### config.mk
export PLATFORM = sky130hd
export DESIGN_NAME = dcpc_ctrl
export DESIGN_NICKNAME = d
export VERILOG_FILES = /design/src/rtl/dcpc_pkg.sv /design/src/rtl/dcpc_ctrl.sv
export SDC_FILE = /design/constraint.sdc
export NUM_CORES = 1
export LEC_CHECK = 0
export BUFFER_PORTS_ARGS = -buffer_cell sky130_fd_sc_hd__buf_2
export CORE_AREA = 2 2 39 41
export DETAILED_ROUTE_END_ITERATION = 8
export DIE_AREA = 0 0 41 43
export GPL_TIMING_DRIVEN = 0
export SYNTH_ARGS = -nofsm -noshare
export SYNTH_HDL_FRONTEND = slang
export SYNTH_SLANG_ARGS = --single-unit
export TNS_END_PERCENT = 5
### constraint.sdc
create_clock -name clk -period 4.5 [get_ports clk]
set_input_delay 0.9 -clock clk [delete_from_list [all_inputs] [get_ports clk]]
set_output_delay 0.9 -clock clk [all_outputs]
set_load 0.01 [all_outputs]
### src/rtl/dcpc_pkg.sv
// ----------------------------------------------------------------------------
// dcpc_pkg
// Shared sizes, command codes, store entry layout and control structs.
// ----------------------------------------------------------------------------
package dcpc_pkg;

	// store size and derived widths
	localparam int STORE_DEPTH = 1024;
	localparam int ADDR_W      = $clog2(STORE_DEPTH);
	localparam int CNT_W       = $clog2(STORE_DEPTH + 1);

	localparam int COORD_W = 16;
	localparam int COUNT_W = 12;
	localparam int CMD_W   = 2;

	// command codes
	localparam logic [CMD_W-1:0] CMD_ADD    = 2'd0;
	localparam logic [CMD_W-1:0] CMD_CANCEL = 2'd1;
	localparam logic [CMD_W-1:0] CMD_QUERY  = 2'd2;

	// one stored point; neg set means weight -1
	typedef struct packed {
		logic               neg;
		logic [COORD_W-1:0] x;
		logic [COORD_W-1:0] y;
		logic [COORD_W-1:0] z;
	} entry_t;

	typedef enum logic [1:0] {
		ST_IDLE,
		ST_SCAN,
		ST_DRAIN,
		ST_POST
	} state_t;

	// controller to datapath
	typedef struct packed {
		logic upd_en;      // non-query beat taken, apply store update
		logic q_start;     // query beat taken, latch bounds, clear sum
		logic rd_en;       // read next store entry
		logic out_load;    // load result register
		logic out_direct;  // result comes straight from the incoming beat
	} dp_cmd_t;

	// datapath to controller
	typedef struct packed {
		logic is_query;
		logic empty;
		logic scan_last;
		logic pipe_busy;
	} dp_stat_t;

endpackage

### src/rtl/dcpc_ctrl.sv
// ----------------------------------------------------------------------------
// dcpc_ctrl
// Sequencer: takes a beat, runs the store scan for queries, posts the result.
// ----------------------------------------------------------------------------
module dcpc_ctrl
	import dcpc_pkg::*;
(
	input  logic     clk,
	input  logic     arst_n,
	input  logic     req_valid,
	output logic     req_ready,
	output logic     rsp_valid,
	input  logic     rsp_ready,
	input  dp_stat_t stat,
	output dp_cmd_t  cmd
);

	state_t state_q, state_d;
	logic   out_valid_q;
	logic   slot_free;

	assign slot_free = !out_valid_q || rsp_ready;
	assign rsp_valid = out_valid_q;

	// state register
	always_ff @(posedge clk or negedge arst_n) begin
		if (!arst_n) begin
			state_q <= ST_IDLE;
		end else begin
			state_q <= state_d;
		end
	end

	// result register valid
	always_ff @(posedge clk or negedge arst_n) begin
		if (!arst_n) begin
			out_valid_q <= 1'b0;
		end else if (cmd.out_load) begin
			out_valid_q <= 1'b1;
		end else if (rsp_ready) begin
			out_valid_q <= 1'b0;
		end
	end

	// next state and commands
	always_comb begin
		state_d   = state_q;
		req_ready = 1'b0;
		cmd       = '0;
		case (state_q)
			ST_IDLE: begin
				req_ready = 1'b1;
				if (req_valid) begin
					if (stat.is_query) begin
						cmd.q_start = 1'b1;
						state_d     = stat.empty ? ST_DRAIN : ST_SCAN;
					end else begin
						cmd.upd_en = 1'b1;
						if (slot_free) begin
							cmd.out_load   = 1'b1;
							cmd.out_direct = 1'b1;
						end else begin
							state_d = ST_POST;
						end
					end
				end
			end
			ST_SCAN: begin
				cmd.rd_en = 1'b1;
				if (stat.scan_last) begin
					state_d = ST_DRAIN;
				end
			end
			ST_DRAIN: begin
				if (!stat.pipe_busy) begin
					state_d = ST_POST;
				end
			end
			ST_POST: begin
				if (slot_free) begin
					cmd.out_load = 1'b1;
					state_d      = ST_IDLE;
				end
			end
			default: begin
				state_d = ST_IDLE;
			end
		endcase
	end

endmodule

==> results.md <==
* Status: finished clean
* Worst-margin pin slew at 365 ps
* Largest net degree at the start of global routing at 7
* Startpoint Class: input pin
* Post-synthesis mux area share at 0.0734
* Synth Area in Adders at 0.229
* Met2 Use GR at 0.116
* Initial antenna violation count at 0
* RR Startpoint: state_q[0]$_DFFE_PN0P_
* M1 GR Usage at 0.0682
* Pwr Density at 628 nW/µm²
* XOR/XNOR Fraction of Synth Area at 0
* Cell mode on critical path: buf_2
* Post-route DRC at 0
* Critical path buffers and inverters at 2
* Grt met3 use at 0.0157
* Crit Path Category: in2out
* Slowest cell on crit path: nor2b_1
* Filler Cell Count at 156
* FFs w/ async S/R, synth at 1.00
* Leak at 0.000223 µW
* Top_reg_cell synth: dfrtp_1
* Area Overhead vs Synth at 42.7%
* Post-synthesis compound-gate area fraction at 0.161
* Maximum vdd drop at 0.154 mV
* Fin. Hold Viols at 0
* Port Buffers at 14
* Final count of negative-setup-slack endpoints at 0
* Grt peak-use layer: met2
* Net Count, Synth at 43
* # diodes at 0
* Hold-fix buffers, CTS at 0
* Die Ht at 43 µm
* CP Launch Point: rsp_ready
* Worst setup EP type: output port
* Slew margin rel. at 0.757
* HP Class: in2async
* Most frequent cells in the layout: buf_2 (14), inv_1 (5), ha_1 (5), clkbuf_4 (3), dfrtp_1 (3)
* Layout cell share with drive strength beyond 1 at 0.396
* TritonCTS clock tree: built
* Die Area at 1760 µm²
* H-Tree Depth at 1
* Initial detailed-routing violation count at 2
* Synth Warn # at 0
* Postcts setup bufs at 0
* Mean Syn Cell Area at 9.09 µm²
* # resized after CTS at 0
* Max Cap Violations at 0
* Main combinational cell family by area after synthesis: adder cells
* Final hold slack at 457 ps
* Final TNS setup at 0 ps
* Cell Chain, Critical Path: buf_2 -> nor2b_1 -> nor2_1 -> buf_2
* Fmax at 415 MHz
* R2R Setup Slk at 2880 ps
* Tmin final at 2410 ps
* # rows at 14
* Critical path fanouts, max at 5
* Crit path DAT at 1510 ps
* Fin nets at 62
* # IOs at 15
* Vias at 271
* Core Footprint at 1380 µm²
* Simple-Gate Fraction of Synth Area at 0.193
* CP delay by family, top: simple AND/OR/NAND/NOR gates
* Die Wd at 41 µm
* Clk_lat worst skew at 230 ps
* Clk slew on worst S/H paths at 40 ps
* Commonest non-fill, non-tap cell in the layout: buf_2
* Clock sink count at 3
* Via density at 4.23
* Unrepaired setup endpoints after global routing: false
* Post-route clock skew at 0.137 ps
* Total CTS buffers at 3
* WL final at 533 µm
* GRT Util Overall at 0.0675
* First-pass GRT wire length at 800 µm
* Drt first pass iters at 4
* Synth unique cells at 16
* EDFF count, synth at 0
* Gate Count Post-Synth at 30
* Yosys reg bits at 3
* Register area share after synthesis at 0.275
* Max Root-Sink Buffers at 2
* Remaining Overflow, GRT at 0
* Gpl congestion at 0.603
* Wire per inst at 8.33 µm
* Slew Limit Fails at 0
* R2R Path End: state_q[0]$_DFFE_PN0P_
* Final HPWL DP at 449 µm
* Post-DRT Antenna Nets at 0
* Netlist Area Pre-Place at 273 µm²
* Period utilisation layout at 0.535
* Root Buffer: clkbuf_4
* Worst Path Required at 3600 ps
* Initial core utilization at 0.197
* Max stage delay on crit path at 280 ps
* Vias in the first global route at 228
* Register-to-Register Path Depth at 5
[worst reg2reg max path, cell delays in order (launching register included)]
cell	delay, ps
dfrtp_1	370
inv_1	100
ha_1	250
a222oi_1	420
o311ai_2	200
mux2i_1	150
[registers in the layout, summed over array words and instances (netlist names)]
name	flops
rsp_valid	1
state_q	2
[worst max path at each step]
stage,to,cells past startpoint,slack [ps]
after floorplan,cmd[1],4,2170
after global placement,cmd[1],4,2090
after detailed placement,cmd[1],4,2070
after CTS,cmd[1],7,2070
after global routing,cmd[1],7,1950
final,cmd[1],4,2090
[kinds of logic after synthesis]
group | after synthesis
mux | 2
buf+inv | 5
fa+ha+maj | 5
flops | 3
simple gates | 10
compound gates | 5
[report_power, final]
part	switching (µW)	internal, µW
registers	9.17	41.4
clock network	13.0	33.2
logic	78.8	68.7
total	101	143
[metrics by stage]
step                      std cells  cell area (µm²)  total power [µW]  utilization  worst slack [ps]
after floorplan                  30              273               159            -              2170
after global placement           60              363               200        0.262              2090
after global routing             64              389               272        0.281              1950
after detailed placement         60              363               200        0.262              2070
final                            64              389               244        0.281              2090
after CTS                        64              389               249        0.281              2070
[synth_stat cells (all sizes together) (2+ instances only)]
master / count / share of area
inv: 5 / 0.069
ha: 5 / 0.23
nand2: 2 / 0.028
o21ai: 2 / 0.037
mux2i: 2 / 0.073
nor2: 2 / 0.028
dfrtp: 3 / 0.28
[per-layer routing]
layer / wire length, µm / vias to the layer above
li1: - / 140
met1: 230 / 124
met3: 27 / 0
met5: 0 / -
met2: 275 / 7
met4: 0 / 0
[layout make-up]
| cell class | instances | area (µm²) | area share |
|---|---|---|---|
| Tap cell | 16 | 20.0 | 0.0514 |
| Timing Repair Buffer | 14 | 70.1 | 0.180 |
| Sequential cell | 3 | 75.1 | 0.193 |
| Multi-Input combinational cell | 22 | 179 | 0.460 |
| Inverter | 5 | 18.8 | 0.0482 |
| Clock buffer | 4 | 26.3 | 0.0675 |
(Power assumes the default switching activity.)
